--- src/rtl/core/xts_pkg.sv ---
package xts_pkg;

  // Queue between the classify front and the compute back.
  localparam int QDEPTH = 4;
  localparam int QAW    = $clog2(QDEPTH);
  localparam int QCW    = $clog2(QDEPTH + 1);

  typedef struct packed {
    logic             empty;
    logic [QCW-1:0]   count;
  } fifo_stat_t;

  // Register depth of one channel pipe and of the gain divider, counted
  // from the back stage that holds a popped word.
  localparam int CH_LAT = 68;
  localparam int GN_LAT = 34;

  // sRGB/D65 matrix, magnitudes scaled by 1e7, and their signs.
  localparam longint MAT_MAG [9] = '{
    64'd32404542, 64'd15371385, 64'd4985314,
    64'd9692660,  64'd18760108, 64'd415560,
    64'd556434,   64'd2040259,  64'd10572252
  };
  localparam bit MAT_NEG [9] = '{1'b0, 1'b1, 1'b1, 1'b1, 1'b0, 1'b0, 1'b0, 1'b1, 1'b0};

  // Encoder constants, linear values in Q1.20.
  localparam logic [20:0] LIN_KNEE  = 21'd3282;       // floor(0.0031308 * 2^20)
  localparam logic [26:0] LIN_MUL   = 27'd84671220;   // 1292 * 65535, that is 12.92 * 100 * 65535
  localparam logic [38:0] LIN_RND   = 39'd52428800;   // 50 * 2^20
  localparam logic [19:0] RCP_100   = 20'd671089;     // ceil(2^26 / 100)
  localparam int          RCP_100_SH = 26;
  localparam logic [31:0] PWR_OFF   = 32'd57671680;   // 55 * 2^20
  localparam logic [46:0] PWR_RND   = 47'd524288000;  // 500 * 2^20
  localparam logic [26:0] RCP_1000  = 27'd68719477;   // ceil(2^36 / 1000)
  localparam int          RCP_1000_SH = 36;

  typedef struct packed {
    logic [20:0] r;
    logic [41:0] r2;
  } sq_t;

  typedef struct packed {
    logic [20:0] r;
    logic [40:0] r2;
    logic [60:0] r3;
  } cb_t;

  function automatic longint coef(input longint mag, input int frac);
    return ((mag << frac) + 64'd5000000) / 64'd10000000;
  endfunction

  // One result bit of a floored square root, with the running square kept.
  function automatic sq_t sqrt_step(input logic [40:0] n, input sq_t s, input int b);
    logic [43:0] t2;
    sq_t         o;
    t2 = 44'(s.r2) + (44'(s.r) << (b + 1)) + (44'(1) << (2 * b));
    o  = s;
    if (t2 <= 44'(n)) begin
      o.r  = s.r | (21'(1) << b);
      o.r2 = t2[41:0];
    end
    return o;
  endfunction

  // One result bit of a floored cube root, with square and cube kept.
  function automatic cb_t cbrt_step(input logic [60:0] n, input cb_t s, input int b);
    logic [43:0] t2;
    logic [65:0] t3;
    cb_t         o;
    t2 = 44'(s.r2) + (44'(s.r) << (b + 1)) + (44'(1) << (2 * b));
    t3 = 66'(s.r3) + ((66'(s.r2) * 66'd3) << b) + ((66'(s.r) * 66'd3) << (2 * b))
       + (66'(1) << (3 * b));
    o  = s;
    if (t3 <= 66'(n)) begin
      o.r  = s.r | (21'(1) << b);
      o.r2 = t2[40:0];
      o.r3 = t3[60:0];
    end
    return o;
  endfunction

endpackage

--- src/rtl/core/xts_fifo.sv ---
module xts_fifo #(
  parameter int WIDTH = 8
) (
  input  logic                   clk,
  input  logic                   rst,
  input  logic                   push,
  input  logic [WIDTH-1:0]       wdata,
  input  logic                   pop,
  output logic [WIDTH-1:0]       rdata,
  output xts_pkg::fifo_stat_t    stat
);

  logic [WIDTH-1:0]          mem [xts_pkg::QDEPTH];
  logic [xts_pkg::QAW-1:0]   wptr;
  logic [xts_pkg::QAW-1:0]   rptr;
  logic [xts_pkg::QCW-1:0]   count;

  always_ff @(posedge clk) begin
    if (rst) begin
      wptr  <= '0;
      rptr  <= '0;
      count <= '0;
    end else begin
      if (push) wptr <= wptr + 1'b1;
      if (pop)  rptr <= rptr + 1'b1;
      if (push && !pop)      count <= count + 1'b1;
      else if (pop && !push) count <= count - 1'b1;
    end
  end

  always_ff @(posedge clk) begin
    if (push) mem[wptr] <= wdata;
  end

  assign rdata      = mem[rptr];
  assign stat.empty = (count == '0);
  assign stat.count = count;

endmodule

--- config.mk ---
export PLATFORM = sky130hd
export DESIGN_NAME = xts_fifo
export DESIGN_NICKNAME = d
export VERILOG_FILES = /design/src/rtl/core/xts_pkg.sv /design/src/rtl/core/xts_fifo.sv
export SDC_FILE = /design/constraint.sdc
export NUM_CORES = 1
export LEC_CHECK = 0
export BUFFER_PORTS_ARGS = -buffer_cell sky130_fd_sc_hd__buf_2
export CAP_MARGIN = 20
export CORE_AREA = 2 2 63 65
export CTS_BUF_LIST = sky130_fd_sc_hd__clkbuf_16
export DETAILED_ROUTE_END_ITERATION = 12
export DIE_AREA = 0 0 65 67
export HOLD_SLACK_MARGIN = 0.12
export PLACE_DENSITY = 0.63
export SETUP_SLACK_MARGIN = 0.05
export SLEW_MARGIN = 20
export SYNTH_ARGS = -nofsm -noshare
export SYNTH_HDL_FRONTEND = slang
export SYNTH_SLANG_ARGS = --single-unit
export TNS_END_PERCENT = 10
--- constraint.sdc ---
create_clock -name clk -period 2 [get_ports clk]
set_input_delay 0.3 -clock clk [delete_from_list [all_inputs] [get_ports clk]]
set_output_delay 0.3 -clock clk [all_outputs]
set_load 0.005 [all_outputs]
==> impl_results.md <==
* CP max FO at 8
* Synth Warn # at 0
* Post-route setup slack at 253.7 ps
* Row cnt at 22
* Pwr/cell area at around 1000 mW/mm2
* Vias at just under 800
* Hold Crit Depth at 1
* Sequential Area at 0.001141 mm2
* Final hold vios at 0
* Placed Cells at roughly 150
* Max-slew violations at 0
* WHS at about 240 ps
* Post-CTS Setup Inserts at 0
* Cell taking the most area after synthesis: edfxtp_1
* Synthesized flop and latch total at 41
* Post-Syn Area at ~0.0016 mm2
* CP required at roughly 1700 ps
* Cts hold-fix bufs at 0
* Fin cells at roughly 160
* Fmax achieved at around 570 MHz
* Cts repair resizes at 0
* Avg WL per Cell at 13.84 um
* First-pass GRT wire length at roughly 4000 um
* Crit Path Category: flop to primary output
* CTS Buf Count at 5
* Antenna fix cells at 0
* ANT nets after route at 0
* Synth top area share at 0.6086
* Die width at about 65 um
* Detailed placer's ending HPWL at around 1600 um
* # setup viols final at 0
* H-tree depth at 2
* RSZ-0062 raised after global routing: no
* Reg2Reg Depth at 4
* Crit start category: flop
* Final Power at between 0.0015 and 0.002 W
* DRC viols at 0
* Final Skew at around 4.8 ps
* RD Place Congestion at 0.6477
* GRT Total Usage at 0.1313
* 1st-pass router iterations at 4
* Worst slack at placement at between 200 and 300 ps
* DR iter-0 viols at 25
* I/O pin count at 24
* Global route total overflow at 0
* Vias in the first global route at just over 800
* Multi-input logic area at about 400 um2
* Final setup TNS at 0 ps
* Initial cell density of the core at 0.4379
* Worst-Margin Slew at roughly 440 ps
* NumNets Final at ~130
* Status: finished clean
* Vias/cell at approximately 4.9
* CP Data Arrival Time at between 1000 and 1500 ps
* Final Cycle Share at 0.8732
* Peak supply drop at between 0.4 and 0.5 mV
* Syn nets at 103
* Port bufs at 23
* Syn Inst Count at 85
* Synthesis-to-layout area growth at 19.02%
* Seq/Total Area, Yosys at 0.7227
* Initial antenna violation count at 0
* Die height at around 67 um
* Clk_lat worst skew at around 270 ps
* Largest net degree at the start of global routing at 13
* CTS root buffer: clkbuf_16
* Total Wirelength at between 2000 and 2500 um
* Max clock buf depth at 2
* Hold WC Path Type: input pin to flop
* Relative max-transition margin at 0.7067
* CTS clk-pin slew, worst paths at about 50 ps
* CTS Sinks at between 40 and 50
* Tmin final at 1746 ps
* Largest cells by area after synthesis: edfxtp_1 61%, dfxtp_1 11%, mux4_2 11%, ha_1 4.0%, nor2_1 1.7%
* Max-cap violation count at 0
* Share of cells above drive strength 1 at 0.3333
* Die footprint at about 0.0044 mm2
* Fillers at 300
* Distinct cell type count after synthesis at 19
* Endpoint class of the critical path: primary output
* CTS tree: built
* Leakage at just over 0.7 nW
* Std-Cell Core Area at ~0.0036 mm2
* Synth Area per Inst at between 15 and 20 um2
==> flip-flops by register name, summed over array words and instances, names as in the netlist, named ones only <==
signal	flops
wptr	2
count	3
rptr	2
mem	32
==> Yosys cell counts <==
cell type and count:
a21oi_1 1, and2_1 4, buf_6 1, clkbuf_1 1
clkbuf_2 1, dfxtp_1 9, edfxtp_1 32, fa_1 1
ha_1 5, inv_1 4, mux2i_1 2, mux4_2 8
nand2_1 1, nor2_1 7, nor3_1 1, o21ai_0 1
or3_1 1, xnor2_1 2, xor2_1 3
==> final timing paths <==
| check | startpoint | end | slack, ps |
|---|---|---|---|
| worst min register to register | count[2]$_SDFFE_PP0P_ | count[2]$_SDFFE_PP0P_ | 520 |
| worst max register to register | count[0]$_SDFFE_PP0P_ | count[2]$_SDFFE_PP0P_ | 550 |
| worst max-delay path | flop | rdata[3] | 250 |
| worst min-delay path | wdata[1] | mem[3][1]$_DFFE_PP_ | 240 |
==> routing by layer <==
layer	routed length [um]	vias to the layer above	track usage
li1	-	370	-
met1	991	390	0.1543
met2	1054	22	0.2062
met3	150	7	0.05743
met4	45	0	0.06383
met5	0	-	0
==> logic make-up (layout without fill, tap and decap cells) <==
logic type | Yosys count | count (layout) | synth area share
DFF | 41 | 41 | 0.7227
xor gates and xnor gates | 5 | 5 | 0.02774
muxes | 10 | 10 | 0.1268
buffers and inverters | 7 | 36 | 0.02218
adders and majority gates | 6 | 6 | 0.05230
and+or+nand+nor | 14 | 14 | 0.04199
AOI/OAI and AO/OA | 2 | 2 | 0.006333
==> per-stage QoR <==
step	utilization	instance area [um2]
global route	0.5212	1879
detailed placement	0.4830	1742
global placement	0.4830	1742
floorplan	-	1579
CTS	0.5212	1879
finish	0.5212	1879
==> area by class of cell <==
type,instances,share of cell area
tap,48,0.03196
clock inverter,3,0.006658
timing repair buffer,24,0.06525
clock buffer,5,0.06658
inverter,4,0.007989
multi-input combinational,37,0.2144
sequential,41,0.6072
==> layout by cell type, fill, tap and decap left out, types with 2 or more instances in the layout <==
| master | Yosys | layout |
|---|---|---|
| dfxtp_1 | 9 | 9 |
| ha_1 | 5 | 5 |
| xnor2_1 | 2 | 2 |
| mux2i_1 | 2 | 2 |
| clkbuf_16 | 0 | 5 |
| and2_1 | 4 | 4 |
| xor2_1 | 3 | 3 |
| nor2_1 | 7 | 7 |
| mux4_2 | 8 | 8 |
| buf_2 | 0 | 23 |
| edfxtp_1 | 32 | 32 |
| inv_1 | 4 | 6 |
==> worst max-delay path, stage by stage, from the launching register on <==
cell     delay (ps)
dfxtp_1         300
buf_4           200
mux4_2          520
buf_2           140
==> power by group <==
group	total, W	internal (W)	leakage (nW)	switching, W
logic	0.000201	0.000108	0.263	0.0000930
registers	0.00101	0.000974	0.368	0.0000310
clock network	0.000724	0.000449	0.0762	0.000275
total	0.00193	0.00153	0.708	0.000399
No activity file was read; power rests on OpenSTA's default activity.
