===== src/rtl/core/xts_pkg.sv =====
package xts_pkg;

  // Queue between the classify front and the compute back.
  localparam int QDEPTH = 4;
  localparam int QAW    = $clog2(QDEPTH);
  localparam int QCW    = $clog2(QDEPTH + 1);

  typedef struct packed {
    logic             empty;
    logic [QCW-1:0]   count;
  } fifo_stat_t;

  // Register depth of one channel pipe and of the gain divider, counted
  // from the back stage that holds a popped word.
  localparam int CH_LAT = 68;
  localparam int GN_LAT = 34;

  // sRGB/D65 matrix, magnitudes scaled by 1e7, and their signs.
  localparam longint MAT_MAG [9] = '{
    64'd32404542, 64'd15371385, 64'd4985314,
    64'd9692660,  64'd18760108, 64'd415560,
    64'd556434,   64'd2040259,  64'd10572252
  };
  localparam bit MAT_NEG [9] = '{1'b0, 1'b1, 1'b1, 1'b1, 1'b0, 1'b0, 1'b0, 1'b1, 1'b0};

  // Encoder constants, linear values in Q1.20.
  localparam logic [20:0] LIN_KNEE  = 21'd3282;       // floor(0.0031308 * 2^20)
  localparam logic [26:0] LIN_MUL   = 27'd84671220;   // 1292 * 65535, that is 12.92 * 100 * 65535
  localparam logic [38:0] LIN_RND   = 39'd52428800;   // 50 * 2^20
  localparam logic [19:0] RCP_100   = 20'd671089;     // ceil(2^26 / 100)
  localparam int          RCP_100_SH = 26;
  localparam logic [31:0] PWR_OFF   = 32'd57671680;   // 55 * 2^20
  localparam logic [46:0] PWR_RND   = 47'd524288000;  // 500 * 2^20
  localparam logic [26:0] RCP_1000  = 27'd68719477;   // ceil(2^36 / 1000)
  localparam int          RCP_1000_SH = 36;

  typedef struct packed {
    logic [20:0] r;
    logic [41:0] r2;
  } sq_t;

  typedef struct packed {
    logic [20:0] r;
    logic [40:0] r2;
    logic [60:0] r3;
  } cb_t;

  function automatic longint coef(input longint mag, input int frac);
    return ((mag << frac) + 64'd5000000) / 64'd10000000;
  endfunction

  // One result bit of a floored square root, with the running square kept.
  function automatic sq_t sqrt_step(input logic [40:0] n, input sq_t s, input int b);
    logic [43:0] t2;
    sq_t         o;
    t2 = 44'(s.r2) + (44'(s.r) << (b + 1)) + (44'(1) << (2 * b));
    o  = s;
    if (t2 <= 44'(n)) begin
      o.r  = s.r | (21'(1) << b);
      o.r2 = t2[41:0];
    end
    return o;
  endfunction

  // One result bit of a floored cube root, with square and cube kept.
  function automatic cb_t cbrt_step(input logic [60:0] n, input cb_t s, input int b);
    logic [43:0] t2;
    logic [65:0] t3;
    cb_t         o;
    t2 = 44'(s.r2) + (44'(s.r) << (b + 1)) + (44'(1) << (2 * b));
    t3 = 66'(s.r3) + ((66'(s.r2) * 66'd3) << b) + ((66'(s.r) * 66'd3) << (2 * b))
       + (66'(1) << (3 * b));
    o  = s;
    if (t3 <= 66'(n)) begin
      o.r  = s.r | (21'(1) << b);
      o.r2 = t2[40:0];
      o.r3 = t3[60:0];
    end
    return o;
  endfunction

endpackage


===== src/rtl/core/xts_in_if.sv =====
interface xts_in_if;
  logic        valid;
  logic        ready;
  logic [15:0] chroma_x;
  logic [15:0] chroma_y;
  logic [31:0] luminance;

  modport source (output valid, output chroma_x, output chroma_y, output luminance,
                  input ready);
  modport sink (input valid, input chroma_x, input chroma_y, input luminance,
                output ready);
endinterface


===== src/rtl/core/xts_front.sv =====
module xts_front #(
  parameter int FRAC_BITS = 16,
  localparam int CW = FRAC_BITS + 20,
  localparam int MW = FRAC_BITS + 19,
  localparam int QW = 1 + 16 + 32 + 3 * CW + MW
) (
  input  logic                 clk,
  input  logic                 rst,
  xts_in_if.sink               pix_in,
  input  xts_pkg::fifo_stat_t  stat,
  output logic                 push,
  output logic [QW-1:0]        wdata
);

  localparam int CFW = FRAC_BITS + 3;
  localparam int PW  = CFW + 18;

  wire signed [CFW-1:0] coef_w [9];

  for (genvar gi = 0; gi < 9; gi++) begin : g_coef
    localparam longint MV = xts_pkg::coef(xts_pkg::MAT_MAG[gi], FRAC_BITS);
    assign coef_w[gi] = xts_pkg::MAT_NEG[gi] ? -CFW'(MV) : CFW'(MV);
  end

  logic signed [17:0]    term [3];
  logic                  v1, v2;
  logic                  vres1, vres2;
  logic [15:0]           y1, y2;
  logic [31:0]           lum1, lum2;
  logic signed [PW-1:0]  prod [3][3];
  logic signed [CW-1:0]  c [3];
  logic signed [CW-1:0]  mx;
  logic [xts_pkg::QCW:0] pending;

  always_comb begin
    term[0] = $signed({2'b00, pix_in.chroma_x});
    term[1] = $signed({2'b00, pix_in.chroma_y});
    term[2] = 18'sd65536 - term[0] - term[1];
  end

  // Count words already owed to the queue so it can never overflow.
  assign pending      = {1'b0, stat.count} + (xts_pkg::QCW + 1)'(v1)
                      + (xts_pkg::QCW + 1)'(v2);
  assign pix_in.ready = !rst && (pending < (xts_pkg::QCW + 1)'(xts_pkg::QDEPTH));

  always_ff @(posedge clk) begin
    if (rst) begin
      v1 <= 1'b0;
      v2 <= 1'b0;
    end else begin
      v1 <= pix_in.valid && pix_in.ready;
      v2 <= v1;
    end
  end

  always_ff @(posedge clk) begin
    vres1 <= (pix_in.chroma_y != 16'd0);
    y1    <= pix_in.chroma_y;
    lum1  <= pix_in.luminance;
    for (int k = 0; k < 3; k++) begin
      for (int j = 0; j < 3; j++) begin
        prod[k][j] <= PW'(coef_w[k * 3 + j]) * PW'(term[j]);
      end
    end
    vres2 <= vres1;
    y2    <= y1;
    lum2  <= lum1;
    for (int k = 0; k < 3; k++) begin
      c[k] <= CW'(prod[k][0] + prod[k][1] + prod[k][2]);
    end
  end

  always_comb begin
    mx = '0;
    for (int k = 0; k < 3; k++) begin
      if (c[k] > mx) mx = c[k];
    end
  end

  assign push  = v2;
  assign wdata = {vres2, y2, lum2, c[0], c[1], c[2], mx[MW-1:0]};

endmodule


===== src/flat_wrapper.sv =====
// flat-port wrapper written by rule: the top's interface ports become plain ports
module xts_front_flat 
#(
  parameter int FRAC_BITS = 16,
  localparam int CW = FRAC_BITS + 20,
  localparam int MW = FRAC_BITS + 19,
  localparam int QW = 1 + 16 + 32 + 3 * CW + MW
)
  (clk, rst, stat, push, wdata, pix_in_valid, pix_in_chroma_x, pix_in_chroma_y, pix_in_luminance, pix_in_ready);
  xts_in_if pix_in_i ();
  input  logic clk;
  input  logic rst;
  input  xts_pkg::fifo_stat_t stat;
  output logic push;
  output logic [QW-1:0] wdata;
  input wire logic [$bits(pix_in_i.valid)-1:0] pix_in_valid;
  input wire logic [$bits(pix_in_i.chroma_x)-1:0] pix_in_chroma_x;
  input wire logic [$bits(pix_in_i.chroma_y)-1:0] pix_in_chroma_y;
  input wire logic [$bits(pix_in_i.luminance)-1:0] pix_in_luminance;
  output wire logic [$bits(pix_in_i.ready)-1:0] pix_in_ready;
  assign pix_in_i.valid = pix_in_valid;
  assign pix_in_i.chroma_x = pix_in_chroma_x;
  assign pix_in_i.chroma_y = pix_in_chroma_y;
  assign pix_in_i.luminance = pix_in_luminance;
  assign pix_in_ready = pix_in_i.ready;
  xts_front #(.FRAC_BITS(FRAC_BITS)) u_core (.clk(clk), .rst(rst), .pix_in(pix_in_i), .stat(stat), .push(push), .wdata(wdata));
endmodule

===== config.mk =====
export PLATFORM = sky130hd
export DESIGN_NAME = xts_front_flat
export DESIGN_NICKNAME = d
export VERILOG_FILES = /design/src/rtl/core/xts_pkg.sv /design/src/rtl/core/xts_in_if.sv /design/src/rtl/core/xts_front.sv /design/src/flat_wrapper.sv
export SDC_FILE = /design/constraint.sdc
export NUM_CORES = 2
export LEC_CHECK = 0
export BUFFER_PORTS_ARGS = -buffer_cell sky130_fd_sc_hd__buf_2
export CORE_AREA = 10 10 345 347
export DETAILED_ROUTE_END_ITERATION = 8
export DIE_AREA = 0 0 355 357
export GPL_TIMING_DRIVEN = 0
export HOLD_SLACK_MARGIN = 0.03
export PLACE_DENSITY = 0.69
export SLEW_MARGIN = 20
export SYNTH_ARGS = -nofsm -noshare
export SYNTH_HDL_FRONTEND = slang
export SYNTH_SLANG_ARGS = --single-unit

===== constraint.sdc =====
create_clock -name clk -period 13.2 [get_ports clk]
set_clock_uncertainty 0.05 [all_clocks]
set_input_delay 1.32 -clock clk [delete_from_list [all_inputs] [get_ports clk]]
set_output_delay 1.32 -clock clk [all_outputs]
set_load 0.02 [all_outputs]

==> out/results.txt <==
layout net count - 7885
WL final - 166000 um
Final ANT Viol Nets - 0
max-cap check violation count - 0
core outline area - 112000 um2
input/output buffers - 262
Startpoint Class - register
layout cells sized above 1 - 7.72%
die area - 127000 um2
main flop type after synthesis - dfxtp_1
total grt overflow - 0
Mapped Area - 56600 um2
Worst Hold Depth - 0
commonest cells after routing, fill and taps aside - inv_1, ha_1, fa_1, dfxtp_1, buf_2
post-route cell area - 61900 um2
fill count - 9915
Area Growth Syn to Fin - 9.44%
Hold Violations, Final - 0
Die Wd - 355 um
Pre-antenna DRT Iters - 8
flop2flop setup slack - 7.90 ns
DRC Markers - 0
Max H-tree Level - 2
1st-iter DRT viols - 2912
drt via density - 5.40
relative slew slack - 17.8%
Synth area leaders - fa_1, ha_1, dfxtp_1
Worst Path Max Fanout - 10
drt wl/cell - 22.2 um
RSZ-0062 raised after global routing - false
CTS Buf Count - 53
synth unique cells - 85
Final Cycle Share - 89.7%
root buf cell - clkbuf_16
Critical Path Max Stage Delay - 1.07 ns
Final Max Tran Viols - 0
Synth top area share - 27.3%
hold_buf cts - 0
dpl cell area - 59900 um2
CTS tree - done
number of setup violations in the final report - 0
initial antenna violation count - 20
GP Congestion - 0.985
vias in the first global route - 41.3k
FMAX - 0.0845 GHz
EDFF count, synth - 0
die height - 357 um
largest net degree at the start of global routing - 23
Clock transition at path regs - 0.06 ns
CP Capture Type - primary output
biggest area consumer among synthesized cells - fa_1
worst skew pair latency - 0.66 ns
commonest non-fill, non-tap cell in the layout - inv_1
measured slew at the worst slew-check pin - 1.23 ns
io pins - 265
first-pass GRT wire length - 250000 um
Critical Path RT - 11.83 ns
row cnt - 123
slowest stage cell on the critical path - a2111oi_1
FFs w/ async S/R, synth - 0%
Starting Density - 50.5%
clock sinks - 471
Syn Area/Cell - 10.1 um2
vias post-DR - 40.4k
Arr. time, crit path - 10.47 ns
outcome - completed
total track usage - 26.0%
post_cts resized - 0
CP Class - reg2out
CTS Buffer Depth - 3
final setup TNS - 0 ns
sequential share of the synthesized area - 16.7%
HPWL Detailed - 145000 um
Mapped Cells - 5598
Syn. warnings - 0
postcts setup bufs - 0
Worst R2R Path Depth - 14
post-route minimum period - 11.84 ns
#FFs+latches synth - 471
hold crit path type - reg2reg
==> final cells by class <==
type,instances,area [um2],area share [%]
Inverter,1263,4740,7.66
Clock inverter,34,455,0.736
Timing Repair Buffer,268,1410,2.27
Sequential cell,471,9430,15.2
Buffer,19,131,0.212
Antenna cell,1,2.50,0.00404
Clock buffer,66,1500,2.42
Tap cell,1500,1880,3.03
Multi-Input combinational cell,3848,42400,68.4
==> stage by stage <==
step | worst slack, ns | util (%) | instances | hold WS (ns)
4_1_cts | 1.61 | 55.2 | 7469 | 0.266
3_5_place_dp | 1.98 | 53.5 | 7369 | 0.262
3_3_place_gp | 1.46 | 53.3 | 7363 | 0.260
2_1_floorplan | 3.89 | - | 5601 | 0.260
6_report | 1.36 | 55.3 | 7470 | 0.267
5_1_grt | 1.49 | 55.3 | 7469 | 0.261
==> routing by layer <==
layer	global-route usage, %	vias to the layer above	wire, um
li1	-	18900	-
met1	35.3	19800	73000
met2	40.7	1345	72500
met3	4.22	296	12200
met4	11.2	14	8190
met5	0	-	96
==> worst max-delay path: cells and delay by family, from the launching register on <==
| kind | cells | cell delay (ns) |
|---|---|---|
| AO/OA/AOI/OAI | 13 | 3.49 |
| adder cells (fa/ha/maj) | 2 | 0.45 |
| multiplexers | 2 | 0.69 |
| buffers and inverters | 6 | 2.16 |
| XOR/XNOR | 1 | 0.61 |
| AND/OR/NAND/NOR | 8 | 2.06 |
| flip-flops | 1 | 0.36 |
==> cell usage after synthesis, types with 21 or more instances <==
library cell	n
nand3_1	58
and3_1	28
o21ai_0	143
xnor2_1	260
nor2b_1	39
nand2_1	155
a211oi_1	32
mux2i_1	38
dfxtp_1	471
fa_1	771
ha_1	1119
nor3_1	50
nand4_1	28
a21o_1	151
mux2_4	29
o21a_1	46
inv_1	1263
nor2_1	178
a31oi_1	21
a21oi_1	261
o21bai_1	47
nand2b_1	44
xor2_1	68
==> worst paths after layout <==
path | from | to
max | u_core.c[0][26]$_DFF_P_ | wdata[14]
min | u_core.y1[14]$_DFF_P_ | u_core.y2[14]$_DFF_P_
max reg2reg | u_core.prod[2][75]$_DFF_P_ | u_core.c[0][70]$_DFF_P_
min reg2reg | u_core.y1[14]$_DFF_P_ | u_core.y2[14]$_DFF_P_
==> flip-flops by register name, summed over array words and instances, names as in the netlist <==
signal	flops
u_core.y1	16
u_core.y2	16
u_core.push	1
u_core.prod	265
u_core.vres1	1
u_core.vres2	1
u_core.lum1	32
u_core.v1	1
u_core.lum2	32
u_core.c	106
==> logic make-up (layout without fill, tap and decap cells) <==
family / after synthesis / in the layout / share of synthesized area (%)
muxes: 74 / 74 / 1.58
and+or+nand+nor: 689 / 689 / 6.05
adders and majority gates: 1890 / 1890 / 52.0
AOI/OAI and AO/OA: 862 / 862 / 9.96
xor gates and xnor gates: 328 / 328 / 5.08
buffers and inverters: 1282 / 1650 / 8.61
DFF: 471 / 471 / 16.7
other: 2 / 6 / 0.0133
Power is not shown: default switching activity piles up to over one toggle a cycle in this logic, so the estimate is an artifact.
